==> src/hw/rtl/spu_pkg.sv <==
// types and constants shared by the equirectangular mapping block
package spu_pkg;

	localparam int unsigned SQRT_STAGES   = 24;
	localparam int unsigned CORDIC_STAGES = 22;
	localparam int unsigned ANG_W         = 26;
	localparam int unsigned CRD_W         = 34;
	localparam logic [22:0] ANG_RIGHT     = 23'd4194304;

	localparam logic [ANG_W-1:0] ATAN_TABLE [CORDIC_STAGES] = '{
		26'd2097152, 26'd1238021, 26'd654136, 26'd332050, 26'd166669, 26'd83416,
		26'd41718, 26'd20860, 26'd10430, 26'd5215, 26'd2608, 26'd1304, 26'd652,
		26'd326, 26'd163, 26'd81, 26'd41, 26'd20, 26'd10, 26'd5, 26'd3, 26'd1
	};

	typedef struct packed {
		logic [47:0] n;
		logic [26:0] rem;
		logic [23:0] root;
	} sqrt_t;

	typedef struct packed {
		logic signed [CRD_W-1:0] x;
		logic signed [CRD_W-1:0] y;
		logic signed [ANG_W-1:0] acc;
	} cordic_t;

	typedef struct packed {
		logic [15:0] ax;
		logic [15:0] ay;
		logic [15:0] az;
		logic        xneg;
		logic        xzero;
		logic        zneg;
		logic        zzero;
		logic        yneg;
		logic        yzero;
		logic        zero_vec;
	} side_t;

endpackage

==> src/hw/rtl/spu_sqrt_cell.sv <==
// one bit of the pipelined integer square root
module spu_sqrt_cell (
	input  logic          clk,
	input  spu_pkg::sqrt_t d,
	output spu_pkg::sqrt_t q
);
	import spu_pkg::*;

	logic [26:0] rem2;
	logic [26:0] trial;
	logic        ge;

	always_comb begin
		rem2  = {d.rem[24:0], d.n[47:46]};
		trial = {1'b0, d.root, 2'b01};
		ge    = (rem2 >= trial);
	end

	always_ff @(posedge clk) begin
		q.n    <= {d.n[45:0], 2'b00};
		q.rem  <= ge ? (rem2 - trial) : rem2;
		q.root <= {d.root[22:0], ge};
	end
endmodule

==> config.mk <==
export PLATFORM = sky130hd
export DESIGN_NAME = spu_sqrt_cell
export DESIGN_NICKNAME = d
export VERILOG_FILES = /design/src/hw/rtl/spu_pkg.sv /design/src/hw/rtl/spu_sqrt_cell.sv
export SDC_FILE = /design/constraint.sdc
export NUM_CORES = 1
export LEC_CHECK = 0
export BUFFER_PORTS_ARGS = -buffer_cell sky130_fd_sc_hd__buf_2
export CELL_PAD_IN_SITES_DETAIL_PLACEMENT = 1
export CELL_PAD_IN_SITES_GLOBAL_PLACEMENT = 2
export CORE_UTILIZATION = 25
export DETAILED_ROUTE_END_ITERATION = 7
export PLACE_DENSITY_LB_ADDON = 0.1
export SYNTH_ARGS = -nofsm -noshare
export SYNTH_HDL_FRONTEND = slang
export SYNTH_SLANG_ARGS = --single-unit
==> constraint.sdc <==
create_clock -name clk -period 2.45 [get_ports clk]
set_input_delay 0.1225 -clock clk [delete_from_list [all_inputs] [get_ports clk]]
set_output_delay 0.1225 -clock clk [all_outputs]
set_load 0.02 [all_outputs]
==> reports/metrics.json <==
{
  "floorplan.initialDensity_pct": 25.5,
  "die_height_um": 124,
  "netlist_top_cells_area": "dfxtp_1, ha_1, a21oi_1",
  "grt.total_usage_pct": 15.6,
  "avgViaCountPerCell": 4.35,
  "cts_num_sinks": 97,
  "achievable-frequency_mhz": 417,
  "placedInstanceArea_um2": 5090,
  "number_of_antenna_violations_at_the_first_check_in_global_routing": 0,
  "synthesized_cell_area_um2": 3710,
  "critPathCaptureType": "register",
  "die_area_um2": 15300,
  "startpoint_type": "input pin",
  "synth_top_flop_cell": "dfxtp_1",
  "hold_class": "input pin to register",
  "area.growth.synth_to_final_pct": 71.0,
  "clkTransAtPathRegs_ps": 70,
  "syn_area_per_cell_um2": 10.0,
  "drt_pre_antenna_iters": 4,
  "clk_path_buf_depth": 2,
  "fp.coreArea_um2": 14500,
  "layout-drive-gt1-share_pct": 37.5,
  "vias": 3811,
  "std_cell_rows": 44,
  "holdCritStartpoint": "d[37]",
  "worstSetupPathType": "input pin to register",
  "first_iter_violations": 109,
  "number_of_synthesized_flops_with_an_enable_pin": 0,
  "hold_path_end": "q[39]",
  "cts_tree": "yes",
  "dp_hpwl_um": 8840,
  "postRouteWirelength_um": 12200,
  "setup_viol": 0,
  "number_of_fillers_in_the_final_layout": 1699,
  "synth.distinct_cells": 48,
  "totalPowerFinal_mw": 4.41,
  "grt_max_degree": 19,
  "seq_area_frac_synth_pct": 52.3,
  "leakagePower_nw": 3.14,
  "first_global_vias": 3797,
  "number_of_max_cap_violations": 0,
  "library_cell_occupying_the_most_area_in_the_post_synthesis_netlist": "dfxtp_1",
  "layout_min_cycle_time_ps": 2400,
  "layout_worst_path_cycle_share_pct": 97.9,
  "final.setup.tns_ps": 0,
  "diodes": 0,
  "yosys.area.top_type_share_pct": 52.3,
  "detail-route-antenna-nets": 0,
  "grt_overflow_total": 0,
  "cp_data_required_time_ps": 2700,
  "post-route-worst-setup-slack_ps": 52.3,
  "clock-root-buffer": "clkbuf_16",
  "cts_max_level": 3,
  "postSynth.asyncResetShare_pct": 0,
  "final_cell_count_no_fill": 877,
  "layout.cells.most_common_list": "buf_2, dfxtp_1, dlygate4sd3_1",
  "wire_per_inst_um": 13.9,
  "multi_input_area_um2": 1630,
  "number_of_buffers_inserted_during_clock_tree_synthesis": 9,
  "gp_congestion": 0.764,
  "number_of_hold_violations_in_the_final_report": 0,
  "seq_area_um2": 1940,
  "fin_hold_ws_ps": 12.7,
  "final_area_um2": 6350,
  "die-width_um": 124,
  "peak_vdd_ir_mv": 0.310,
  "ys_seq_elements": 97,
  "input_output_buffers": 194,
  "synth-warning-count": 0,
  "largestRegisters": "q x97",
  "global_route_wire_length_before_repair_um": 18100,
  "drcViolationCount": 0,
  "syn-instance-count": 370,
  "preCtsSetupSlack_ps": -33.9,
  "layout.cells.most_common": "buf_2",
  "status": "completed",
  "pwr_density_cell_nw_per_um2": 695,
  "regMostFlops": "q",
  "num-nets-final": 814,
  "placedCellCount": 770,
  "min_path_cells": 3,
  "finalMaxSlewViolations": 0,
  "design.portCount": 199,
  "maximum_net_fanout_on_the_critical_path": 18,
  "worstPathArrival_ps": 2650,
  "final_core_utilization_pct": 43.7,
  "largest_reg_flops": 97
}
## cells by family after synthesis
family	Yosys count	share of synthesized area, %
compound gates	101	17.3
xor+xnor	22	5.19
fa+ha+maj	26	8.77
buf+inv	41	4.92
flops	97	52.3
mux	3	0.910
other cells	1	0.101
simple gates	79	10.5
## critical path, cell delays in order
cell and delay, ps:
dlygate4sd3_1 530, buf_2 130, ha_2 380, nand3_2 120, nor3_2 240, nand3_1 100
o21a_1 210, nand4b_1 190, nand2_4 130, buf_12 170, and2_1 150, a31o_1 180
## metal layers
layer,global-route usage (%),routed length (µm),up-vias
met2,27.5,5880,133
met3,3.71,959,13
met1,17.8,5170,1753
li1,-,-,1912
met5,0,0,-
met4,6.70,185,0
## cells in the mapped netlist (2+ instances only)
cell and instances:
xnor2_1 13, o31ai_1 3, and2_1 3, o21ai_0 9, a31oi_1 4, a21boi_0 2, o21ai_1 21, a31o_1 2
nand2b_1 3, o22a_1 2, and3_1 2, mux2_2 2, nand3_1 11, a21oi_1 27, dfxtp_1 97, o31a_1 2
o21bai_1 2, nor4b_1 2, inv_1 30, nand4_1 4, and4_1 2, xor2_1 9, ha_1 26, a211oi_1 4
buf_4 4, nor2_1 11, nand2_1 33, nor2b_1 2, a21o_1 12, buf_2 5, o21a_1 4
## power by group
group          switching [mW]  leakage, nW  internal [mW]
Sequential             0.0394        0.818           1.74
Combinational           0.649         2.17          0.535
Clock                   0.641        0.145          0.807
Total                    1.33         3.14           3.08
## layout make-up
| class | instances | share of cell area (%) |
|---|---|---|
| multi-input cells | 233 | 25.7 |
| clock inverters | 6 | 1.18 |
| well taps | 184 | 3.63 |
| inverters | 31 | 1.87 |
| clock buffers | 10 | 3.61 |
| flip-flops and latches | 97 | 30.6 |
| repair buffers | 316 | 33.4 |
## what timing repair did
item                                    4_1_cts  5_1_grt
hold buffers                                 87        0
endpoints found under the setup margin        0       10
buffers inserted                              0        4
hold endpoints to repair                     87        0
resized for setup                             0       12
## how the worst max path moves through the flow
| stage | cells past startpoint | startpoint | endpoint |
|---|---|---|---|
| after floorplan | 11 | d[17] | q[50] |
| after detailed placement | 12 | d[0] | q[44] |
| after global placement | 12 | d[0] | q[44] |
| after global routing | 12 | d[45] | q[49] |
| after CTS | 11 | d[45] | q[34] |
| final | 12 | d[45] | q[49] |
No activity file was read; power rests on OpenSTA's default activity.
