[src/hw/rtl/spu_pkg.sv]
// types and constants shared by the equirectangular mapping block
package spu_pkg;

	localparam int unsigned SQRT_STAGES   = 24;
	localparam int unsigned CORDIC_STAGES = 22;
	localparam int unsigned ANG_W         = 26;
	localparam int unsigned CRD_W         = 34;
	localparam logic [22:0] ANG_RIGHT     = 23'd4194304;

	localparam logic [ANG_W-1:0] ATAN_TABLE [CORDIC_STAGES] = '{
		26'd2097152, 26'd1238021, 26'd654136, 26'd332050, 26'd166669, 26'd83416,
		26'd41718, 26'd20860, 26'd10430, 26'd5215, 26'd2608, 26'd1304, 26'd652,
		26'd326, 26'd163, 26'd81, 26'd41, 26'd20, 26'd10, 26'd5, 26'd3, 26'd1
	};

	typedef struct packed {
		logic [47:0] n;
		logic [26:0] rem;
		logic [23:0] root;
	} sqrt_t;

	typedef struct packed {
		logic signed [CRD_W-1:0] x;
		logic signed [CRD_W-1:0] y;
		logic signed [ANG_W-1:0] acc;
	} cordic_t;

	typedef struct packed {
		logic [15:0] ax;
		logic [15:0] ay;
		logic [15:0] az;
		logic        xneg;
		logic        xzero;
		logic        zneg;
		logic        zzero;
		logic        yneg;
		logic        yzero;
		logic        zero_vec;
	} side_t;

endpackage

[src/hw/rtl/spu_cordic_cell.sv]
// one vectoring step of the cordic chain
module spu_cordic_cell #(
	parameter int unsigned STAGE = 0
) (
	input  logic             clk,
	input  spu_pkg::cordic_t d,
	output spu_pkg::cordic_t q
);
	import spu_pkg::*;

	logic signed [CRD_W-1:0] dx;
	logic signed [CRD_W-1:0] dy;
	logic signed [ANG_W-1:0] ang;

	always_comb begin
		dx  = d.y >>> STAGE;
		dy  = d.x >>> STAGE;
		ang = $signed(ATAN_TABLE[STAGE]);
	end

	always_ff @(posedge clk) begin
		if (!d.y[CRD_W-1]) begin
			q.x   <= d.x + dx;
			q.y   <= d.y - dy;
			q.acc <= d.acc + ang;
		end else begin
			q.x   <= d.x - dx;
			q.y   <= d.y + dy;
			q.acc <= d.acc - ang;
		end
	end
endmodule

[config.mk]
export PLATFORM = sky130hd
export DESIGN_NAME = spu_cordic_cell
export DESIGN_NICKNAME = d
export VERILOG_FILES = /design/src/hw/rtl/spu_pkg.sv /design/src/hw/rtl/spu_cordic_cell.sv
export SDC_FILE = /design/constraint.sdc
export NUM_CORES = 1
export LEC_CHECK = 0
export BUFFER_PORTS_ARGS = -buffer_cell sky130_fd_sc_hd__buf_4
export CAP_MARGIN = 20
export CELL_PAD_IN_SITES_DETAIL_PLACEMENT = 1
export CELL_PAD_IN_SITES_GLOBAL_PLACEMENT = 1
export CORE_MARGIN = 3
export CORE_UTILIZATION = 43
export CTS_BUF_LIST = sky130_fd_sc_hd__clkbuf_16
export DETAILED_ROUTE_END_ITERATION = 10
export GPL_TIMING_DRIVEN = 0
export PLACE_DENSITY_LB_ADDON = 0.25
export SYNTH_ARGS = -nofsm -noshare
export SYNTH_HDL_FRONTEND = slang
export SYNTH_SLANG_ARGS = --single-unit
export TNS_END_PERCENT = 100
[constraint.sdc]
create_clock -name clk -period 7.1 [get_ports clk]
set_input_delay 0.71 -clock clk [delete_from_list [all_inputs] [get_ports clk]]
set_output_delay 0.71 -clock clk [all_outputs]
set_load 0.02 [all_outputs]
==> summary.md, run 1 <==
| Metric | Value |
|---|---|
| Outcome | finished, final reports clean |
| H-Tree Depth | 3 |
| Initial Util | 0.441 |
| Final wirelength | about 30000 um |
| Vias | roughly 8500 |
| CTS sink cnt | 93 |
| Avg Inst Size Synth | 7.99 sq um |
| Least-Margin Pin Slew | a little over 1 ns |
| Yosys top cell area share | 0.234 |
| Metal2 WL | about 15000 um |
| Sequential-to-total area share from yosys stat | 0.234 |
| Top cells by area, synth | dfxtp_1, ha_1, a21oi_1 |
| Maximum clock rate | roughly 0.30 GHz |
| Hold buffers post-CTS | 0 |
| # setup viols final | 0 |
| First-pass GRT wire length | approximately 48000 um |
| Post_cts resized | 0 |
| Vias in the first global route | 8749 |
| Share of layout cells above drive strength 1 | 0.224 |
| WS Path Type | primary input to flop |
| Critical path fanouts, max | 10 |
| Die H | roughly 140 um |
| Synthesis-to-layout area growth | 25.1% |
| Residual DRC | 0 |
| Synth async-reset ratio | 0 |
| Root Buffer | clkbuf_16 |
| Yosys Warn Count | 0 |
| Reg clk slew, reported paths | 0.08 ns |
| Netlist cell types | between 70 and 80 |
| Total track usage | 0.300 |
| CTS tree | done |
| Final hold vios | 0 |
| Initial DRC Count | just under 900 |
| Total Power | ~2100 uW |
| Seq cells post-synth | 93 |
| Leakage | around 0.0048 uW |
| Setup crit end kind | flop |
| Most common cell in the netlist | a21oi_1 |
| Drt first pass iters | 5 |
| DP Wirelength | about 25000 um |
| Cell taking the most area after synthesis | dfxtp_1 |
| DRT antenna net count | 0 |
| GP Congestion | 1.00 |
| Slew Viols, Final | 0 |
| Vias/cell | 5.95 |
| Unrepaired setup endpoints after global routing | no |
| Post-Syn Instances | roughly 1000 |
| Routed wl met3 | 2580 um |
| Avg WL per Cell | roughly 22 um |
| # nets final | ~1400 |
| Antenna cell count | 0 |
| Hold crit path type | primary input to flop |
| Peak supply drop | about 130 uV |
| IO buf count | between 150 and 200 |
| CP Launch Type | primary input |
| Biggest register | q |
| Post-synth EDFFs | 0 |
| Post-synth top cells | a21oi_1, ha_1, inv_1 |
| I/O pins | around 190 |
| Placeable Area | ~18000 sq um |
| Crit path time final | ~3.4 ns |
| Max Root-Sink Buffers | 2 |
| DR top layer | met4 |
| Site Rows | about 50 |
| Cts bufs inserted | 9 |
| Biggest regs | q: 93 flops |
| Die Wd | between 100 and 150 um |
| Antenna violations before repair | 0 |
| Total negative slack | 0 ns |
| Relative slew margins | 0.322 |
| Primary FF master, synth | dfxtp_1 |
| Syn_nets | around 1200 |
| Arrival @ worst endpoint | 3.62 ns |
| Total gr overflow | 0 |
| Number of max-cap violations | 0 |
| PD cells | 214 nW/um^2 |
| CP required | between 7 and 8 ns |
| Die ar. | 20200 sq um |
| Wl on met1 | roughly 13000 um |
| Final Cycle Share | 0.476 |
| Post-synthesis cell area | approximately 8000 sq um |
| Post-CTS setup buffers | 0 |
| Largest net degree at the start of global routing | 20 |
| Max reg flops | between 90 and 100 |
## cells in the final DEF (no fill, tap or decap), drive strengths merged, types with 3 or more instances in the layout
| cell type | synthesis | final |
|---|---|---|
| a311oi | 3 | 3 |
| mux2i | 18 | 18 |
| fa | 4 | 4 |
| o21ai | 79 | 79 |
| o31a | 4 | 4 |
| ha | 103 | 103 |
| nand3 | 10 | 10 |
| nor2b | 9 | 9 |
| nand4 | 12 | 12 |
| nor2 | 87 | 87 |
| o311ai | 4 | 4 |
| buf | 30 | 218 |
| nand2b | 15 | 15 |
| a211o | 5 | 5 |
| o211ai | 9 | 9 |
| or2 | 4 | 4 |
| a21o | 25 | 25 |
| nor4 | 5 | 5 |
| inv | 109 | 113 |
| a21oi | 108 | 108 |
| xnor2 | 58 | 58 |
| a211oi | 13 | 13 |
| clkbuf | 14 | 23 |
| nand2 | 40 | 40 |
| dfxtp | 93 | 93 |
| o2111ai | 4 | 4 |
| a2111oi | 6 | 6 |
| a31oi | 9 | 9 |
| o31ai | 19 | 19 |
| xor2 | 10 | 10 |
| nor3 | 26 | 26 |
| a221oi | 6 | 6 |
| o21bai | 14 | 14 |
| o41ai | 3 | 3 |
| a22oi | 3 | 3 |
| or3 | 8 | 8 |
## cells by family after synthesis
kind of cell / Yosys count / synth area share
flip-flops: 93 / 0.234
buffers and inverters: 153 / 0.0832
AO/OA/AOI/OAI: 336 / 0.278
AND/OR/NAND/NOR: 222 / 0.136
adder cells (fa/ha/maj): 107 / 0.172
XOR/XNOR: 68 / 0.0747
multiplexers: 18 / 0.0226
## per-layer routing
metal  up-vias  track usage
met5         -            0
li1       3899            -
met2       410        0.502
met1      4147        0.390
met4         0       0.0980
met3        53       0.0548
## layout make-up
| class | instances | area (sq um) |
|---|---|---|
| plain buffers | 44 | 254 |
| clock buffers | 9 | 225 |
| clock inverters | 7 | 75.1 |
| fillers | 2271 | 8120 |
| inverters | 109 | 409 |
| multi-input cells | 751 | 5450 |
| flip-flops and latches | 93 | 1860 |
| well taps | 229 | 287 |
| repair buffers | 188 | 1410 |
## power by group
group / leakage (uW) / switching, uW / internal [uW] / total (uW)
logic: 0.00385 / 587 / 382 / 969
registers: 0.000785 / 33.9 / 625 / 659
clock network: 0.000145 / 256 / 250 / 506
total: 0.00477 / 877 / 1260 / 2130
## path summary, 6_finish.rpt
path,startpoint,end,slack (ns),cells after the start
worst min-delay path,d[8],q[8],0.44,1
worst max-delay path,d[35],q[90],3.72,13
## worst max-delay path: stages
cell and delay, ns:
buf_4 0.09, inv_1 0.04, ha_1 0.34, buf_4 0.20, a21o_1 0.18, a31oi_1 0.09, o41ai_1 0.73, o21ai_1 0.28
a21oi_1 0.31, o21ai_0 0.20, a21oi_1 0.21, o32ai_1 0.11, xnor2_1 0.14
## through the flow
stage	utilization	area (sq um)	hold slack, ns	instances	setup WS, ns
2_1_floorplan	-	7970	0.738	997	4.21
3_3_place_gp	0.535	9670	0.815	1414	3.51
3_5_place_dp	0.535	9670	0.816	1414	3.42
4_1_cts	0.551	9970	0.430	1430	3.81
5_1_grt	0.551	9970	0.429	1430	3.64
6_report	0.551	9970	0.436	1430	3.72
Power figures use the tool's default switching activity.
==> run 2, diff against run 1 <==
ABC_AREA = 1   (was not set)
CORE_UTILIZATION = 39   (was 43)
clock period = 3.45 ns   (was 7.1 ns; I/O delays follow)
==> run 2 against run 1 <==
Against the previous run: worst hold slack got worse by 0.36 ns; die area increased by 30%; core utilization fell by 6.3 points; critical path type unchanged.
==> summary.md, run 2 <==
| Metric | Value |
|---|---|
| Outcome | finished, final reports clean |
| Setup ws final | ~1.2 ns |
| Yosys Warn Count | 0 |
| Primary FF master, synth | dfxtp_1 |
| Slew Viols, Final | 0 |
| DP Wirelength | 34300 um |
| Reg clk slew, reported paths | 0.09 ns |
| Post-synthesis cell area | 9460 sq um |
| Unrepaired setup endpoints after global routing | no |
| # nets final | about 2000 |
| Vias | around 11000 |
| FILL cells | about 3400 |
| Leakage | approximately 0.0063 uW |
| Die H | ~160 um |
| Setup crit end kind | flop |
| Sequential-to-total area share from yosys stat | 0.197 |
| Antenna cell count | 0 |
| Pre-CTS WS | ~0.86 ns |
| # setup viols final | 0 |
| Post-Synth Simple-Gate Area | 0.365 |
| Post-synth top cells | nand2_1, inv_1, nand3_1 |
| Synth async-reset ratio | 0 |
| Hold crit path type | primary input to flop |
| DR top layer | met4 |
| Max Root-Sink Buffers | 2 |
| Metal2 WL | about 19000 um |
| CP Launch Type | primary input |
| Post-synth EDFFs | 0 |
| Adder-Cell Fraction of Synth Area | 0.145 |
| Post-synthesis mux area share | 0 |
| I/O pins | roughly 190 |
| Critical path's largest stage delay | approximately 0.42 ns |
| Cts bufs inserted | 9 |
| Placeable Area | about 24000 sq um |
| Routed wl met3 | approximately 2700 um |
| Vias/cell | 5.36 |
| Syn_nets | 1798 |
| CP required | between 3 and 4 ns |
| Seq cells post-synth | 93 |
| Relative slew margins | 0.372 |
| Critical path fanouts, max | 8 |
| Top cells by area, synth | dfxtp_1, nand2_1, ha_1 |
| Site Rows | 56 |
| Wl on met1 | about 19000 um |
| Arrival @ worst endpoint | around 2.5 ns |
| Commonest non-fill, non-tap cell in the layout | nand2_1 |
| Die ar. | about 26000 sq um |
| CTS tree | done |
| Most common cell in the netlist | nand2_1 |
| Biggest register | q |
| Number of max-cap violations | 0 |
| Total gr overflow | 0 |
| Synthesis-to-layout area growth | 22.2% |
| GP Congestion | 0.993 |
| Yosys top cell area share | 0.197 |
| Drt first pass iters | 6 |
| Largest family of logic cells by synthesized area | simple AND/OR/NAND/NOR gates |
| First-pass GRT wire length | 63400 um |
| Total track usage | 0.309 |
| DRT antenna net count | 0 |
| Antenna violations before repair | 0 |
| Vias in the first global route | roughly 12000 |
| Largest net degree at the start of global routing | 19 |
| Area of the multi-input gates | between 6000 and 7000 sq um |
| Crit path top cell by count | nand2_1 |
| Post-Synth XOR/XNOR Area | 0.0241 |
| PD cells | approximately 380 nW/um^2 |
| Initial DRC Count | ~830 |
| WS Path Type | primary input to flop |
| Avg WL per Cell | a little under 20 um |
| Post-Syn Instances | 1596 |
| IO buf count | 188 |
| Critical-path cell list | buf_4 -> inv_1 -> ha_1 -> inv_1 -> nand2_1 -> nor2_1 -> nand2_1 -> nor4_1 -> nand2_1 -> nand2_1 -> nand2_1 -> nand3_1 -> nand2_1 |
| Cell taking the most area after synthesis | dfxtp_1 |
| Maximum clock rate | about 0.44 GHz |
| Total negative slack | 0 ns |
| Max reg flops | 93 |
| Avg Inst Size Synth | roughly 5.9 sq um |
| Core Util, Final | 0.488 |
| Post-synthesis compound-gate area fraction | 0.138 |
| Least-Margin Pin Slew | between 0.9 and 1 ns |
| Residual DRC | 0 |
| Hold buffers post-CTS | 0 |
| Biggest regs | q: 93 flops |
| FF/Latch Area | between 1500 and 2000 sq um |
| CTS sink cnt | between 90 and 100 |
| Final wirelength | around 41000 um |
| Die Wd | 162 um |
| Commonest cells after routing, fill and taps aside | nand2_1, inv_1, buf_4 |
| Post_cts resized | 0 |
| Share of layout cells above drive strength 1 | 0.146 |
| Crit path time final | ~2.3 ns |
| Final Cycle Share | 0.660 |
| Netlist cell types | 44 |
| Peak supply drop | just under 200 uV |
| Initial Util | 0.400 |
| Root Buffer | clkbuf_16 |
| CP max stage cell | ha_1 |
| Post-CTS setup buffers | 0 |
| H-Tree Depth | 3 |
| Final hold vios | 0 |
-- run 2: layout make-up --
class | count | area share
clock buffers | 9 | 0.0195
flip-flops and latches | 93 | 0.161
repair buffers | 188 | 0.122
well taps | 319 | 0.0345
clock inverters | 7 | 0.00552
multi-input cells | 1201 | 0.550
inverters | 259 | 0.0841
plain buffers | 43 | 0.0235
-- run 2: final timing paths --
kind / end / cells past startpoint / from
setup / recovery: q[89] / 13 / d[53]
hold / removal: q[19] / 1 / d[19]
-- run 2: power by group --
group / internal (uW) / switching [uW]
clock: 510 / 556
combinational: 708 / 1370
sequential: 1240 / 48.2
-- run 2: worst max-delay path, delay by kind of cell --
kind / cells / cell delay [ns]
AND/OR/NAND/NOR: 9 / 1.28
buffers and inverters: 3 / 0.49
adder cells (fa/ha/maj): 1 / 0.42
-- run 2: cells by family after synthesis --
| family | after synthesis |
|---|---|
| AND/OR/NAND/NOR | 824 |
| flip-flops | 93 |
| buffers and inverters | 302 |
| adder cells (fa/ha/maj) | 107 |
| AO/OA/AOI/OAI | 244 |
| XOR/XNOR | 26 |
-- run 2: layer usage --
layer  track usage  vias to the layer above
met2         0.517                      412
met1         0.415                     5461
met5             0                        -
met3        0.0400                       66
li1              -                     5427
met4        0.0950                        0
-- run 2: through the flow --
step,power (uW),std cells,hold WS (ns),cell area [sq um]
after floorplan,2520,1596,0.373,9460
after global placement,3280,2103,0.449,11300
after CTS,4420,2119,0.0644,11600
after detailed placement,3350,2103,0.451,11300
after global routing,4680,2119,0.0636,11600
final,4430,2119,0.0723,11600
==> run 3, diff against run 2 <==
ABC_AREA = 0   (was 1)
CORE_UTILIZATION = 40   (was 39)
clock period = 2.25 ns   (was 3.45 ns; I/O delays follow)
==> run 3 against run 2 <==
Against the previous run: the flow now finishes with violations (setup timing); routed wire length is 26% higher; non-clock buffer count up 135; global-route usage increased by 2.5 points; clock power up 59%; cell area increased by 12%; count of clock-buffer cells in the layout unchanged; via count decreased by 4.4%; final cell count shrank 25%; critical path type unchanged; highest routed layer unchanged.
==> summary.md, run 3 (synthesized netlist as in run 1, its figures left out) <==
| Metric | Value |
|---|---|
| Outcome | complete, but fails checks |
| Failing checks | setup timing |
| Hold Path Depth | 2 |
| Commonest cells after routing, fill and taps aside | buf_4, dfxtp_1, ha_1 |
| Largest net degree at the start of global routing | 20 |
| Critical path fanouts, max | 10 |
| Die ar. | roughly 22000 sq um |
| Slew Viols, Final | 0 |
| Maximum clock rate | around 0.32 GHz |
| First-pass GRT wire length | between 50000 and 60000 um |
| Root Buffer | clkbuf_16 |
| H-Tree Depth | 3 |
| Commonest non-fill, non-tap cell in the layout | buf_4 |
| Final hold vios | 0 |
| Drt first pass iters | 7 |
| Antenna violations before repair | 0 |
| Initial DRC Count | about 1500 |
| Critical-path cell list | buf_4 -> ha_4 -> buf_8 -> inv_1 -> o31ai_4 -> a21oi_1 -> o21ai_0 -> a21oi_4 -> o211ai_1 -> a21o_1 -> o21ai_4 -> xnor2_1 |
| Setup crit end kind | flop |
| CTS sink cnt | 93 |
| Placeable Area | roughly 19000 sq um |
| Die Wd | ~150 um |
| Total negative slack | -12.13 ns |
| WS Path Type | primary input to flop |
| Least-Margin Pin Slew | about 1.3 ns |
| Antenna cell count | 0 |
| Avg WL per Cell | roughly 33 um |
| Arrival @ worst endpoint | ~3.4 ns |
| DRT antenna net count | 0 |
| CTS tree | done |
| Die H | 147 um |
| Vias/cell | 6.81 |
| Placed insts | roughly 1400 |
| Final wirelength | between 50000 and 60000 um |
| Final cell count without fillers | between 1500 and 2000 |
| Site Rows | 50 |
| Vias | about 11000 |
| Max reg flops | 93 |
| Setup ws final | -0.867 ns |
| Final Cycle Share | 1.39 |
| Crit path time final | roughly 3.1 ns |
| CP max stage cell | o21ai_0 |
| GP Congestion | 0.963 |
| Synthesis-to-layout area growth | 62.2% |
| Unrepaired setup endpoints after global routing | yes |
| Total Power | about 8300 uW |
| Initial Util | 0.416 |
| Relative slew margins | 0.147 |
| # setup viols final | between 40 and 50 |
| # nets final | 1532 |
| Peak supply drop | roughly 370 uV |
| Share of layout cells above drive strength 1 | 0.433 |
| Cts bufs inserted | 9 |
| Number of max-cap violations | 0 |
| CP Launch Type | primary input |
| Max Root-Sink Buffers | 2 |
| Biggest register | q |
| Total track usage | 0.334 |
| Vias in the first global route | approximately 9700 |
| Critical path's largest stage delay | a little over 0.9 ns |
| I/O pins | 189 |
| Biggest regs | q: 93 flops |
| PD cells | approximately 650 nW/um^2 |
| Hold crit path type | primary input to flop |
| Residual DRC | 0 |
| DP Wirelength | ~25000 um |
| Leakage | approximately 0.0058 uW |
| IO buf count | about 190 |
| Total gr overflow | 0 |
| CP required | 2.50 ns |
| Reg clk slew, reported paths | approximately 0.08 ns |
[run 3: changes by cell type in the layout (fill, tap and decap cells not counted), sizes merged, moves of 13 or more]
cell,before,now
a211oi,0,13
a21o,3,25
buf,224,328
dlygate4sd3,0,21
inv,262,109
mux2i,0,18
nand2,479,40
nand2b,0,15
nand3,157,10
nor2,143,87
o31ai,2,19
xnor2,1,58
xor2,25,10
[run 3: area by class of cell]
class | count | area (sq um)
multi-input combinational | 751 | 6910
clock buffer | 9 | 225
timing repair buffer | 324 | 2680
clock inverter | 7 | 80.1
sequential | 93 | 1860
tap | 260 | 325
buffer | 42 | 372
fill | 2177 | 6210
inverter | 109 | 472
[run 3: worst paths after layout]
check / start / end / slack [ns]
worst max-delay path: d[69] / q[91] / -0.87
worst min-delay path: d[93] / q[93] / 0.08
[run 3: through the flow]
step / util / setup slack [ns] / cell area, sq um / hold slack (ns)
after floorplan: - / -0.0338 / 8280 / 0.253
after global placement: 0.523 / -0.735 / 10000 / 0.330
after detailed placement: 0.523 / -0.784 / 10000 / 0.331
after CTS: 0.600 / -0.104 / 11500 / 0.0312
after global routing: 0.675 / -0.837 / 12900 / 0.0877
final: 0.675 / -0.867 / 12900 / 0.0763
[run 3: where the power goes]
| group | leakage (uW) | internal (uW) | switching [uW] |
|---|---|---|---|
| Sequential | 0.000785 | 1980 | 154 |
| Combinational | 0.00483 | 1820 | 2700 |
| Clock | 0.000146 | 795 | 902 |
| Total | 0.00576 | 4590 | 3750 |
[run 3: critical path: cells and delay by family]
| kind | cells | cell delay, ns |
|---|---|---|
| xor+xnor | 1 | 0.12 |
| fa+ha+maj | 1 | 0.31 |
| compound gates | 7 | 2.27 |
| buf+inv | 3 | 0.43 |
[run 3: what timing repair did]
item / in CTS / in global routing
hold buffers: 21 / 0
setup buffers: 40 / 72
setup endpoints to repair: 36 / 38
hold endpoints to repair: 21 / 0
pin swaps: 65 / 102
cloned: 0 / 3
resized for setup: 130 / 194
[run 3: metal layers]
metal,vias up,track usage,part of all wire
met2,1104,0.564,0.45
met4,0,0.146,0.097
met5,-,0,0
met3,465,0.0753,0.11
met1,5135,0.408,0.34
li1,4164,-,-
